`config.mk`:
```
export PLATFORM = sky130hd
export DESIGN_NAME = dcem_queue
export DESIGN_NICKNAME = d
export VERILOG_FILES = /design/src/rtl/core/dcem_pkg.sv /design/src/rtl/core/dcem_queue.sv
export SDC_FILE = /design/constraint.sdc
export NUM_CORES = 1
export LEC_CHECK = 0
export BUFFER_PORTS_ARGS = -buffer_cell sky130_fd_sc_hd__buf_2
export CORE_MARGIN = 3
export CORE_UTILIZATION = 60
export DETAILED_ROUTE_END_ITERATION = 10
export GPL_TIMING_DRIVEN = 0
export PLACE_DENSITY = 0.79
export SYNTH_ARGS = -nofsm -noshare
export SYNTH_HDL_FRONTEND = slang
export SYNTH_SLANG_ARGS = --single-unit
```
`constraint.sdc`:
```
create_clock -name clock -period 11.9 [get_ports clock]
set_input_delay 1.785 -clock clock [delete_from_list [all_inputs] [get_ports clock]]
set_output_delay 1.785 -clock clock [all_outputs]
set_load 0.03 [all_outputs]
```
`src/rtl/core/dcem_pkg.sv`:
```
`timescale 1ns / 1ps
// ----------------------------------------------------------------------------
// dcem_pkg
// Shared types and constants of the decimating complex echo MAC: beat
// layouts of the request and response channels, register indexes, widths.
// ----------------------------------------------------------------------------
package dcem_pkg;

   // fixed field widths
   localparam int SAMPLE_BITS = 16;
   localparam int ACC_BITS    = 48;
   localparam int INDEX_BITS  = 12;
   localparam int DEC_BITS    = 11;
   localparam int GATE_BITS   = 12;
   localparam int CSR_BITS    = 12;
   localparam int CSR_IDX_BITS = 1;

   // product and product-sum widths
   localparam int PROD_BITS = 2 * SAMPLE_BITS;
   localparam int SUM_BITS  = PROD_BITS + 1;

   // defaults of the top-level parameters; store depth must be a power of two
   localparam int RX_DEPTH_DEF       = 4096;
   localparam int MAX_DECIMATION_DEF = 1024;

   // result queue behind the MAC pipeline
   localparam int QUEUE_DEPTH = 8;

   // action codes
   localparam logic ACT_LOAD = 1'b0;
   localparam logic ACT_TX   = 1'b1;

   // register indexes
   localparam logic [CSR_IDX_BITS-1:0] CSR_DECIMATION = 1'b0;
   localparam logic [CSR_IDX_BITS-1:0] CSR_RANGE_GATE = 1'b1;

   // reset values of the registers
   localparam logic [DEC_BITS-1:0]  DECIMATION_RST = 11'd1;
   localparam logic [GATE_BITS-1:0] RANGE_GATE_RST = 12'd0;

   typedef struct packed {
      logic                          action;
      logic [INDEX_BITS-1:0]         load_addr;
      logic signed [SAMPLE_BITS-1:0] load_re;
      logic signed [SAMPLE_BITS-1:0] load_im;
      logic signed [SAMPLE_BITS-1:0] tx_re;
      logic signed [SAMPLE_BITS-1:0] tx_im;
      logic [INDEX_BITS-1:0]         window_offset;
      logic                          last_tx;
   } req_type;

   typedef struct packed {
      logic signed [ACC_BITS-1:0] echo_re;
      logic signed [ACC_BITS-1:0] echo_im;
      logic [INDEX_BITS-1:0]      echo_index;
      logic                       final_res;
   } rsp_type;

   // transmit step travelling beside the store read
   typedef struct packed {
      logic                          valid;
      logic signed [SAMPLE_BITS-1:0] tx_re;
      logic signed [SAMPLE_BITS-1:0] tx_im;
      logic                          last;
   } tx_beat_type;

endpackage

```
`src/rtl/core/dcem_queue.sv`:
```
`timescale 1ns / 1ps
// ----------------------------------------------------------------------------
// dcem_queue
// Result queue between the MAC pipeline and the response channel. Depth
// must be a power of two.
// ----------------------------------------------------------------------------
module dcem_queue #(
   parameter int DEPTH = dcem_pkg::QUEUE_DEPTH
) (
   input  logic                       clock,
   input  logic                       reset,
   input  logic                       push,
   input  dcem_pkg::rsp_type          push_data,
   output logic                       rsp_valid,
   input  logic                       rsp_ready,
   output dcem_pkg::rsp_type          rsp_data,
   output logic [$clog2(DEPTH+1)-1:0] count
);
   import dcem_pkg::*;

   localparam int PTR_BITS = $clog2(DEPTH);
   localparam int CNT_BITS = $clog2(DEPTH + 1);

   rsp_type             entries_ff [DEPTH];
   logic [PTR_BITS-1:0] wr_ptr_ff;
   logic [PTR_BITS-1:0] rd_ptr_ff;
   logic [CNT_BITS-1:0] count_ff;
   logic [CNT_BITS-1:0] count_in;
   logic                pop;

   assign rsp_valid = (count_ff != '0);
   assign rsp_data  = entries_ff[rd_ptr_ff];
   assign pop       = rsp_valid && rsp_ready;
   assign count     = count_ff;

   always_comb begin
      count_in = count_ff;
      if (push && !pop) begin
         count_in = count_ff + CNT_BITS'(1);
      end else if (pop && !push) begin
         count_in = count_ff - CNT_BITS'(1);
      end
   end

   // advance pointers and count
   always_ff @(posedge clock) begin
      if (reset) begin
         wr_ptr_ff <= '0;
         rd_ptr_ff <= '0;
         count_ff  <= '0;
      end else begin
         if (push) begin
            wr_ptr_ff <= wr_ptr_ff + PTR_BITS'(1);
         end
         if (pop) begin
            rd_ptr_ff <= rd_ptr_ff + PTR_BITS'(1);
         end
         count_ff <= count_in;
      end
   end

   // hold the payload
   always_ff @(posedge clock) begin
      if (push) begin
         entries_ff[wr_ptr_ff] <= push_data;
      end
   end

endmodule

```
==> flow_summary.ini <==
[sta]
fin_setup_tns_ns = 0
fmax_mhz = 195
setup_ws_ns = 6.77
holdWs_ns = 0.561
report.final.slew_viol_count = 0
rsz0062_at_grt = no
setup_viol = 0
min_period_ns = 5.13
timing.final.crit_share_pct = 43.1
finClkSkew_ns = 0.0216
worst_slew_pin_slew_ns = 1.00
finalHoldViolCount = 0
relSlewSlack_pct = 32.9

[placed_design]
place.gp.congestion = 0.707
postPlaceCellArea_um2 = 36300
hpwl_um = 42800
numPortBuffers = 226
dpl_worst_slack_ns = 7.37

[route]
wl_um = 69300
drc_errors = 0
vias = 15400
drt_iter0_markers = 1247
avgViaCountPerCell = 6.14
wl_per_cell_um = 27.7
drtAntennaViolNets = 0
firstDrtPassIters = 5

[global_routing]
grtUsageMet2_pct = 40.9
grt.total_usage_pct = 24.4
globalRouteMet1Util_pct = 32.3
grt_pass1_wl_um = 103000
grt-ovfl-total = 0
use_met3_pct = 5.59
grt_pass1_vias = 16300
grt_max_degree = 28
grt_most_used_layer = met2
antenna_found_initial = 17

[floorplanning]
rows = 85
fp.dieArea_um2 = 58200
fp.dieW_um = 241
ios = 227
coreArea_um2 = 54300
die_y_um = 241
start_util_pct = 61.1

[layout]
final_layout_size_suffix_gt1_share_pct = 43.8
fill_cells = 3025
nets = 1816
area_delta_synth_final_pct = 17.3
layout_commonest_cell = edfxtp_1
stdcell_area_um2 = 39000
final_cell_mix = 872 x edfxtp_1, 258 x buf_2, 218 x mux4_2, 110 x mux2_2, 88 x clkbuf_16
finish.utilization_pct = 71.7

[clock_tree]
path_clk_slew_ns = 0.07
htree_levels = 3
post_cts_resized = 0
cts_num_sinks = 885
postCtsHoldBufs = 0
postCtsSetupBuffers = 0
clkLatencyLatePin_ns = 0.62
cts-root-buf = clkbuf_16
tritoncts = built
cts_buffers = 86
clock_path_buffers = 3

[synthesis]
yosys_warnings = 0
synth_fp_nets = 1447
avgSynthCellArea_um2 = 25.0
syn_inst = 1328
yosysSeqAreaShare_pct = 79.6
ys_types = 24
syn_area_um2 = 33200
yosys_register_bits = 885

[setup_path]
required_ns = 10.12
endpoint_kind = primary output
arrival_ns = 3.34
start_kind = flip-flop
path_common_cell = buf_2
cp_max_fo = 10
path_cells = buf_2 -> buf_2 -> clkbuf_1 -> mux4_2 -> mux2_2 -> buf_2
timing.rr.start = count[1]$_SDFFE_PP0P_
crit_type = reg2out
cp_slowest_stage_delay_ns = 0.61
cp_slowest_cell = clkbuf_1

[power_and_ir_drop]
leakage_nw = 12.6
powerDensity_nw_per_um2 = 206
vdd_drop_max_uv = 185

[min_path]
holdCritStartpoint = rd_ptr_ff[2]$_SDFFE_PP0P_
hold_class = reg2reg

[status]
status = complete, no violations

[job]
max_cap_viol_count = 0
[synth_stat cells (all sizes together)]
cell type	number	area (µm²)
fa	1	20.0
a31oi	1	6.26
nor2b	1	6.26
nor3	2	10.0
nand3	3	15.0
xor2	4	35.0
dfxtp	13	260
clkbuf	25	93.8
nor2	18	67.6
mux4	218	4910
xnor2	2	17.5
edfxtp	872	26200
mux2i	2	20.0
nand2b	3	18.8
inv	1	3.75
or4	1	7.51
mux2	110	1240
buf	37	209
nand2	5	18.8
ha	5	62.6
a21oi	3	15.0
a211oi	1	7.51
[flip-flops by register name, indices dropped and copies added, names as in the netlist, named ones only]
| register | flops |
|---|---|
| entries_ff | 872 |
| rd_ptr_ff | 3 |
| wr_ptr_ff | 3 |
| count | 4 |
[worst paths after layout]
check	endpoint	slack, ns	cells after the start
hold reg to reg	flip-flop	0.56	2
setup reg to reg	count[3]$_SDFFE_PP0P_	9.11	9
setup / recovery	rsp_data[39]	6.77	6
hold / removal	flip-flop	0.56	2
[stage by stage]
step,instances,power (W)
2_1_floorplan,1328,0.00497
4_1_cts,2494,0.00812
5_1_grt,2499,0.00834
6_report,2506,0.00803
3_3_place_gp,2293,0.00547
3_5_place_dp,2348,0.00550
[cell families (layout without fill, tap and decap cells)]
| group | Yosys count | count (layout) | synth area share [%] |
|---|---|---|---|
| compound gates | 5 | 5 | 0.0866 |
| xor+xnor | 6 | 6 | 0.158 |
| fa+ha+maj | 6 | 6 | 0.249 |
| buf+inv | 63 | 490 | 0.923 |
| flops | 885 | 885 | 79.6 |
| mux | 330 | 330 | 18.6 |
| other cells | 0 | 12 | 0 |
| simple gates | 33 | 33 | 0.433 |
[layout make-up]
type,count,area [µm²],share of cell area (%)
sequential,885,26400,67.9
multi-input combinational,380,6530,16.8
clock buffer,106,2270,5.82
timing repair buffer,281,2050,5.25
tap,739,925,2.37
clock inverter,40,420,1.08
buffer,62,303,0.777
antenna,12,30.0,0.0770
inverter,1,3.75,0.00963
[metal layers]
layer | vias up | wire (µm) | part of all wire [%]
met3 | 132 | 5480 | 7.9
met1 | 8145 | 26000 | 37
met4 | 14 | 1790 | 2.6
li1 | 6462 | - | -
met2 | 634 | 36000 | 52
met5 | - | 97 | 0.14
[report_power, final]
group | internal, W | total, W | switching [W]
Sequential | 0.00352 | 0.00354 | 0.0000282
Clock | 0.00152 | 0.00262 | 0.00110
Combinational | 0.000812 | 0.00187 | 0.00105
[critical path, delay by kind of cell, from the launching register on]
kind                   cells  cell delay [ns]
buffers and inverters      4             1.63
muxes                      2             0.73
DFF                        1             0.35
Note: power is estimated with default switching activity, not from simulation.
