### config.mk
export PLATFORM = sky130hd
export DESIGN_NAME = dcem_mac
export DESIGN_NICKNAME = d
export VERILOG_FILES = /design/src/rtl/core/dcem_pkg.sv /design/src/rtl/core/dcem_mac.sv
export SDC_FILE = /design/constraint.sdc
export NUM_CORES = 2
export LEC_CHECK = 0
export ABC_CLOCK_PERIOD_IN_PS = 8200
export BUFFER_PORTS_ARGS = -buffer_cell sky130_fd_sc_hd__buf_4
export CAP_MARGIN = 15
export CORE_MARGIN = 2
export CORE_UTILIZATION = 54
export DETAILED_ROUTE_END_ITERATION = 16
export GPL_ROUTABILITY_DRIVEN = 1
export PLACE_DENSITY = 0.78
export RECOVER_POWER = 100
export SLEW_MARGIN = 10
export SYNTH_ARGS = -nofsm -noshare
export SYNTH_HDL_FRONTEND = slang
export SYNTH_SLANG_ARGS = --single-unit
### constraint.sdc
create_clock -name clock -period 8.2 [get_ports clock]
set_clock_uncertainty 0.05 [all_clocks]
set_input_delay 0.41 -clock clock [delete_from_list [all_inputs] [get_ports clock]]
set_output_delay 0.41 -clock clock [all_outputs]
set_load 0.05 [all_outputs]
### src/rtl/core/dcem_pkg.sv
`timescale 1ns / 1ps
// ----------------------------------------------------------------------------
// dcem_pkg
// Shared types and constants of the decimating complex echo MAC: beat
// layouts of the request and response channels, register indexes, widths.
// ----------------------------------------------------------------------------
package dcem_pkg;

   // fixed field widths
   localparam int SAMPLE_BITS = 16;
   localparam int ACC_BITS    = 48;
   localparam int INDEX_BITS  = 12;
   localparam int DEC_BITS    = 11;
   localparam int GATE_BITS   = 12;
   localparam int CSR_BITS    = 12;
   localparam int CSR_IDX_BITS = 1;

   // product and product-sum widths
   localparam int PROD_BITS = 2 * SAMPLE_BITS;
   localparam int SUM_BITS  = PROD_BITS + 1;

   // defaults of the top-level parameters; store depth must be a power of two
   localparam int RX_DEPTH_DEF       = 4096;
   localparam int MAX_DECIMATION_DEF = 1024;

   // result queue behind the MAC pipeline
   localparam int QUEUE_DEPTH = 8;

   // action codes
   localparam logic ACT_LOAD = 1'b0;
   localparam logic ACT_TX   = 1'b1;

   // register indexes
   localparam logic [CSR_IDX_BITS-1:0] CSR_DECIMATION = 1'b0;
   localparam logic [CSR_IDX_BITS-1:0] CSR_RANGE_GATE = 1'b1;

   // reset values of the registers
   localparam logic [DEC_BITS-1:0]  DECIMATION_RST = 11'd1;
   localparam logic [GATE_BITS-1:0] RANGE_GATE_RST = 12'd0;

   typedef struct packed {
      logic                          action;
      logic [INDEX_BITS-1:0]         load_addr;
      logic signed [SAMPLE_BITS-1:0] load_re;
      logic signed [SAMPLE_BITS-1:0] load_im;
      logic signed [SAMPLE_BITS-1:0] tx_re;
      logic signed [SAMPLE_BITS-1:0] tx_im;
      logic [INDEX_BITS-1:0]         window_offset;
      logic                          last_tx;
   } req_type;

   typedef struct packed {
      logic signed [ACC_BITS-1:0] echo_re;
      logic signed [ACC_BITS-1:0] echo_im;
      logic [INDEX_BITS-1:0]      echo_index;
      logic                       final_res;
   } rsp_type;

   // transmit step travelling beside the store read
   typedef struct packed {
      logic                          valid;
      logic signed [SAMPLE_BITS-1:0] tx_re;
      logic signed [SAMPLE_BITS-1:0] tx_im;
      logic                          last;
   } tx_beat_type;

endpackage

### src/rtl/core/dcem_mac.sv
`timescale 1ns / 1ps
// ----------------------------------------------------------------------------
// dcem_mac
// Complex multiply, product sum and saturating accumulate. Counts steps per
// group and pushes one echo beat when a group closes or on the final step.
// ----------------------------------------------------------------------------
module dcem_mac #(
   parameter int MAX_DECIMATION = dcem_pkg::MAX_DECIMATION_DEF
) (
   input  logic                              clock,
   input  logic                              reset,
   input  dcem_pkg::tx_beat_type             tx_beat,
   input  logic [2*dcem_pkg::SAMPLE_BITS-1:0] rx_word,
   input  logic [dcem_pkg::DEC_BITS-1:0]     decimation,
   output logic [1:0]                        busy_count,
   output logic                              push,
   output dcem_pkg::rsp_type                 push_data
);
   import dcem_pkg::*;

   localparam int GC_BITS = $clog2(MAX_DECIMATION + 1);
   localparam int DC_BITS = (DEC_BITS > GC_BITS) ? DEC_BITS : GC_BITS;

   // clamp the wide sum into the signed accumulator range
   function automatic logic [ACC_BITS-1:0] sat_acc(input logic [ACC_BITS:0] wide);
      logic [ACC_BITS-1:0] res;
      res = wide[ACC_BITS-1:0];
      if (wide[ACC_BITS] != wide[ACC_BITS-1]) begin
         res = wide[ACC_BITS] ? {1'b1, {(ACC_BITS-1){1'b0}}}
                              : {1'b0, {(ACC_BITS-1){1'b1}}};
      end
      return res;
   endfunction

   logic signed [SAMPLE_BITS-1:0] rx_re;
   logic signed [SAMPLE_BITS-1:0] rx_im;

   logic                        s2_valid_ff;
   logic                        s2_last_ff;
   logic signed [PROD_BITS-1:0] prod_ac_ff;
   logic signed [PROD_BITS-1:0] prod_bd_ff;
   logic signed [PROD_BITS-1:0] prod_ad_ff;
   logic signed [PROD_BITS-1:0] prod_bc_ff;

   logic                       s3_valid_ff;
   logic                       s3_last_ff;
   logic signed [SUM_BITS-1:0] sum_re_ff;
   logic signed [SUM_BITS-1:0] sum_im_ff;
   logic signed [SUM_BITS-1:0] sum_re_in;
   logic signed [SUM_BITS-1:0] sum_im_in;

   logic [ACC_BITS-1:0]   acc_re_ff;
   logic [ACC_BITS-1:0]   acc_im_ff;
   logic [ACC_BITS-1:0]   acc_re_in;
   logic [ACC_BITS-1:0]   acc_im_in;
   logic [GC_BITS-1:0]    group_count_ff;
   logic [GC_BITS-1:0]    group_count_in;
   logic [INDEX_BITS-1:0] out_pos_ff;
   logic [INDEX_BITS-1:0] out_pos_in;

   logic [DC_BITS-1:0] dec_raw;
   logic [DC_BITS-1:0] dec_eff;
   logic [DC_BITS-1:0] gc_next;
   logic               group_done;
   logic [ACC_BITS-1:0] sat_re;
   logic [ACC_BITS-1:0] sat_im;

   assign rx_re = $signed(rx_word[2*SAMPLE_BITS-1:SAMPLE_BITS]);
   assign rx_im = $signed(rx_word[SAMPLE_BITS-1:0]);

   // stage 2: four partial products
   always_ff @(posedge clock) begin
      if (reset) begin
         s2_valid_ff <= 1'b0;
      end else begin
         s2_valid_ff <= tx_beat.valid;
      end
   end

   always_ff @(posedge clock) begin
      s2_last_ff <= tx_beat.last;
      prod_ac_ff <= tx_beat.tx_re * rx_re;
      prod_bd_ff <= tx_beat.tx_im * rx_im;
      prod_ad_ff <= tx_beat.tx_re * rx_im;
      prod_bc_ff <= tx_beat.tx_im * rx_re;
   end

   // stage 3: real and imaginary product sums
   assign sum_re_in = {prod_ac_ff[PROD_BITS-1], prod_ac_ff}
                    - {prod_bd_ff[PROD_BITS-1], prod_bd_ff};
   assign sum_im_in = {prod_ad_ff[PROD_BITS-1], prod_ad_ff}
                    + {prod_bc_ff[PROD_BITS-1], prod_bc_ff};

   always_ff @(posedge clock) begin
      if (reset) begin
         s3_valid_ff <= 1'b0;
      end else begin
         s3_valid_ff <= s2_valid_ff;
      end
   end

   always_ff @(posedge clock) begin
      s3_last_ff <= s2_last_ff;
      sum_re_ff  <= sum_re_in;
      sum_im_ff  <= sum_im_in;
   end

   // effective group length: zero acts as one, clamp at the maximum
   always_comb begin
      dec_raw = DC_BITS'(decimation);
      dec_eff = dec_raw;
      if (dec_raw == '0) begin
         dec_eff = DC_BITS'(1);
      end else if (dec_raw > DC_BITS'(MAX_DECIMATION)) begin
         dec_eff = DC_BITS'(MAX_DECIMATION);
      end
   end

   assign gc_next    = DC_BITS'(group_count_ff) + DC_BITS'(1);
   assign group_done = (gc_next >= dec_eff);

   // accumulate with saturation
   assign sat_re = sat_acc({acc_re_ff[ACC_BITS-1], acc_re_ff}
                  + {{(ACC_BITS + 1 - SUM_BITS){sum_re_ff[SUM_BITS-1]}}, sum_re_ff});
   assign sat_im = sat_acc({acc_im_ff[ACC_BITS-1], acc_im_ff}
                  + {{(ACC_BITS + 1 - SUM_BITS){sum_im_ff[SUM_BITS-1]}}, sum_im_ff});

   assign push = s3_valid_ff && (group_done || s3_last_ff);

   always_comb begin
      push_data.echo_re    = sat_re;
      push_data.echo_im    = sat_im;
      push_data.echo_index = out_pos_ff;
      push_data.final_res  = s3_last_ff;
   end

   // next accumulator and group state: clear after each emitted beat
   always_comb begin
      acc_re_in      = acc_re_ff;
      acc_im_in      = acc_im_ff;
      group_count_in = group_count_ff;
      out_pos_in     = out_pos_ff;
      if (push) begin
         acc_re_in      = '0;
         acc_im_in      = '0;
         group_count_in = '0;
         out_pos_in     = s3_last_ff ? '0 : out_pos_ff + INDEX_BITS'(1);
      end else if (s3_valid_ff) begin
         acc_re_in      = sat_re;
         acc_im_in      = sat_im;
         group_count_in = GC_BITS'(gc_next);
      end
   end

   always_ff @(posedge clock) begin
      if (reset) begin
         acc_re_ff      <= '0;
         acc_im_ff      <= '0;
         group_count_ff <= '0;
         out_pos_ff     <= '0;
      end else begin
         acc_re_ff      <= acc_re_in;
         acc_im_ff      <= acc_im_in;
         group_count_ff <= group_count_in;
         out_pos_ff     <= out_pos_in;
      end
   end

   assign busy_count = {1'b0, s2_valid_ff} + {1'b0, s3_valid_ff};

endmodule

==> metrics.txt <==
status=finished, violations left; violations in the final reports=max-capacitance violations, max-slew violations; number of flops mapped to enable cells by yosys=0; main combinational cell family by area after synthesis=adder cells; Max Cap Violations=5; Root Buffer Master=sky130_fd_sc_hd__clkbuf_16; area fraction in compound gates after synthesis=10.4%; net count after synthesis=8088; ratio of cells with drive above 1 in the final layout=3.57%; CTS Sinks=317; number of clock buffers inserted by TritonCTS=41; TritonCTS clock tree=yes; wire length of the first global-routing pass=232 mm; post-synth design cell area=57000 um2; die span in y=329 um; Final nets=8073; later-pin clock latency in the skew report=between 0.5 and 0.6 ns; count of pins over their slew limit=191; share of flip-flops with an asynchronous set or reset after synthesis=0%; Placed Instances=7784; sum of overflow across all layers after global routing=0; cell types with the largest area share after synthesis=sky130_fd_sc_hd__fa_1 37%, sky130_fd_sc_hd__dfxtp_1 11%, sky130_fd_sc_hd__ha_1 11%, sky130_fd_sc_hd__inv_1 8.3%, sky130_fd_sc_hd__and2_1 5.5%; area of the core region=105000 um2; HPWL reported at the end of detailed placement=between 100 and 150 mm; worst slew margin relative to its limit=-60.9%; post-CTS setup-driven buffer insertion count=0; cell accounting for the most synthesized area=sky130_fd_sc_hd__fa_1; Max Root-Sink Buffers=3; Post-Syn Instances=~6500; synthesis-stage register bit count=between 300 and 400; delay of the slowest critical-path stage=1.45 ns; Required @ worst endpoint=around 7.7 ns; via count normalized by instance count=around 5.5; DRC=0; horizontal die dimension=roughly 330 um; All-Layer GR Usage=26.5%; Max stage delay cell, worst path=sky130_fd_sc_hd__clkbuf_1; post-synthesis simple-gate area fraction=15.1%; H-Tree Depth=2; synth unique cells=88; via total after detailed routing=43548; count of final hold-check violations=0; number of detailed-routing iterations run before antenna repair=6; CP Capture Type=output pin; Worst-path clk slew=0.06 ns; routability cong.=0.926; number of I/O pins=191; top fanout value on the critical path=40; class of the tightest hold or removal check=input pin to register; actual slew at the worst max-slew pin=2.41 ns; vias in the first global route=45925; number of port buffers=190; Die Outline Area=108000 um2; CP Launch Type=register; final design area excluding fillers=60400 um2; xor and xnor area share after synthesis=4.58%; mux share of post-synthesis cell area=0.0527%; portion of synthesized cell area occupied by the leading cell type=37.0%; filler-free cell count of the finished design=around 7900; total wirelength of the detailed-routed design=138 mm; setup TNS=0 ns; effective utilization at floorplan=54.3%; number of antenna violations at the first check in global routing=12; most used flip-flop cell after synthesis=sky130_fd_sc_hd__dfxtp_1; most frequent CP cell=sky130_fd_sc_hd__clkbuf_1; warning count from the yosys run=0; row cnt=between 100 and 150; Final Critical Period=approximately 7.2 ns; area post-placement=59200 um2; share of synthesized area occupied by flip-flops and latches=11.1%; setup repair after global routing missed its margin=false; critical-path cell list=ha_1 -> inv_1 -> fa_1 -> and2b_1 -> o31a_2 -> o2111ai_4 -> a2111oi_4 -> o211ai_2 -> a2111oi_0 -> o21ai_0 -> a31oi_4 -> clkbuf_1 -> a21oi_1 -> nor2_1 -> clkbuf_1; final core utilization=57.6%; number of setup violations in the final report=0; critical path arrival=about 6.8 ns; share of the cycle needed by the critical path after routing=88.3%; synthesized-area fraction occupied by adder cells=48.6%; highest achievable clock rate=138 MHz; routed wirelength normalized by instance count=17.6 um; first-iteration detailed-routing DRC count=2941; area growth from synthesis to layout=6.06%; synthesized area per cell=8.83 um2; type of the worst setup path=register to output pin; count of nets left with antenna violations after detail routing=0; maximum number of pins on one net before global-route repair=72
==> layout make-up <==
| cell class | instances | area (um2) |
|---|---|---|
| antenna | 5 | 12.5 |
| clock inverter | 26 | 363 |
| multi-input combinational | 4616 | 44900 |
| tap | 1391 | 1740 |
| sequential | 317 | 6350 |
| timing repair buffer | 207 | 1250 |
| clock buffer | 50 | 1140 |
| inverter | 1257 | 4720 |
| fill | 9184 | 44500 |
==> per-stage QoR <==
stage / hold WS, ns / setup slack (ns)
floorplan: 0.260 / 1.74
global placement: 0.269 / 1.10
detailed placement: 0.271 / 0.916
CTS: 0.246 / 1.51
global route: 0.291 / 0.579
finish: 0.284 / 0.961
==> worst paths after layout <==
| kind | start | endpoint | slack, ns | depth (start not counted) |
|---|---|---|---|---|
| worst min register to register | s2_last_ff | s3_last_ff | 0.29 | 0 |
| worst max register to register | s3_valid_ff | acc_im_ff[46] | 1.31 | 9 |
| worst max-delay path | sum_re_ff[0] | push_data[100] | 0.96 | 15 |
| worst min-delay path | rx_word[16] | prod_bc_ff[0] | 0.28 | 2 |
==> state kept, by name, summed over array words and instances, names as in the netlist <==
name / cells
acc_im_ff: 48
acc_re_ff: 48
sum_im_ff: 33
sum_re_ff: 33
prod_ac_ff: 32
prod_ad_ff: 32
prod_bc_ff: 32
prod_bd_ff: 32
out_pos_ff: 12
group_count_ff: 11
s2_last_ff: 1
s2_valid_ff: 1
s3_last_ff: 1
s3_valid_ff: 1
==> cell usage after synthesis (10+ instances only) <==
library cell,instances
sky130_fd_sc_hd__fa_1,1052
sky130_fd_sc_hd__a21boi_0,10
sky130_fd_sc_hd__and3_1,24
sky130_fd_sc_hd__ha_1,502
sky130_fd_sc_hd__a21oi_1,298
sky130_fd_sc_hd__o211ai_1,24
sky130_fd_sc_hd__o31ai_1,10
sky130_fd_sc_hd__or2_2,10
sky130_fd_sc_hd__nand2b_1,48
sky130_fd_sc_hd__inv_1,1253
sky130_fd_sc_hd__nor2b_1,29
sky130_fd_sc_hd__and2_1,500
sky130_fd_sc_hd__a211oi_1,26
sky130_fd_sc_hd__o21bai_1,34
sky130_fd_sc_hd__a31oi_1,35
sky130_fd_sc_hd__o21ai_1,37
sky130_fd_sc_hd__nand3_1,62
sky130_fd_sc_hd__buf_2,22
sky130_fd_sc_hd__xor2_1,92
sky130_fd_sc_hd__a21o_1,131
sky130_fd_sc_hd__maj3_1,33
sky130_fd_sc_hd__nand2_1,715
sky130_fd_sc_hd__or3_1,18
sky130_fd_sc_hd__dfxtp_1,317
sky130_fd_sc_hd__nor2_1,278
sky130_fd_sc_hd__xnor2_1,206
sky130_fd_sc_hd__clkbuf_1,237
sky130_fd_sc_hd__nand4_1,27
sky130_fd_sc_hd__o21ai_0,189
sky130_fd_sc_hd__nor3_1,37
sky130_fd_sc_hd__o21a_1,38
==> layer usage <==
metal / routed length, um / track usage [%] / vias to the layer above / share of wire, %
met4: 5040 / 9.16 / 6 / 3.6
li1: - / - / 19990 / -
met2: 64600 / 43.6 / 1473 / 47
met5: 35 / 0 / - / 0.025
met3: 9810 / 3.28 / 222 / 7.1
met1: 58700 / 36.2 / 21857 / 43
==> cells in the final DEF (no fill, tap or decap), types with 131 or more instances in the layout <==
cell type and count:
sky130_fd_sc_hd__xnor2_1 206, sky130_fd_sc_hd__fa_1 1052, sky130_fd_sc_hd__dfxtp_1 316, sky130_fd_sc_hd__and2_1 479, sky130_fd_sc_hd__inv_1 1254, sky130_fd_sc_hd__o21ai_0 225, sky130_fd_sc_hd__a21oi_1 298, sky130_fd_sc_hd__a21o_1 131
sky130_fd_sc_hd__nor2_1 277, sky130_fd_sc_hd__ha_1 502, sky130_fd_sc_hd__nand2_1 716
==> cell families (layout without fill, tap and decap cells) <==
group                    count (synthesis)  after routing
AND/OR/NAND/NOR                       1787           1787
adder cells (fa/ha/maj)               1587           1587
buffers and inverters                 1522           1540
AO/OA/AOI/OAI                          941            941
flip-flops                             317            317
XOR/XNOR                               298            298
multiplexers                             3              3
other                                    0              5
==> worst max-delay path, delay by kind of cell (launching register included) <==
family	cells	cell delay (ns)
AO/OA/AOI/OAI	8	2.87
adder cells (fa/ha/maj)	2	0.59
buffers and inverters	3	1.99
flip-flops	1	0.33
AND/OR/NAND/NOR	2	0.40
==> timing repair <==
| action | 4_1_cts | 5_1_grt |
|---|---|---|
| gates resized for setup | 0 | 0 |
| endpoints found under the hold margin | 5 | 0 |
| hold buffers | 3 | 0 |
Power is not shown: default switching activity piles up to over one toggle a cycle in this logic, so the estimate is an artifact.
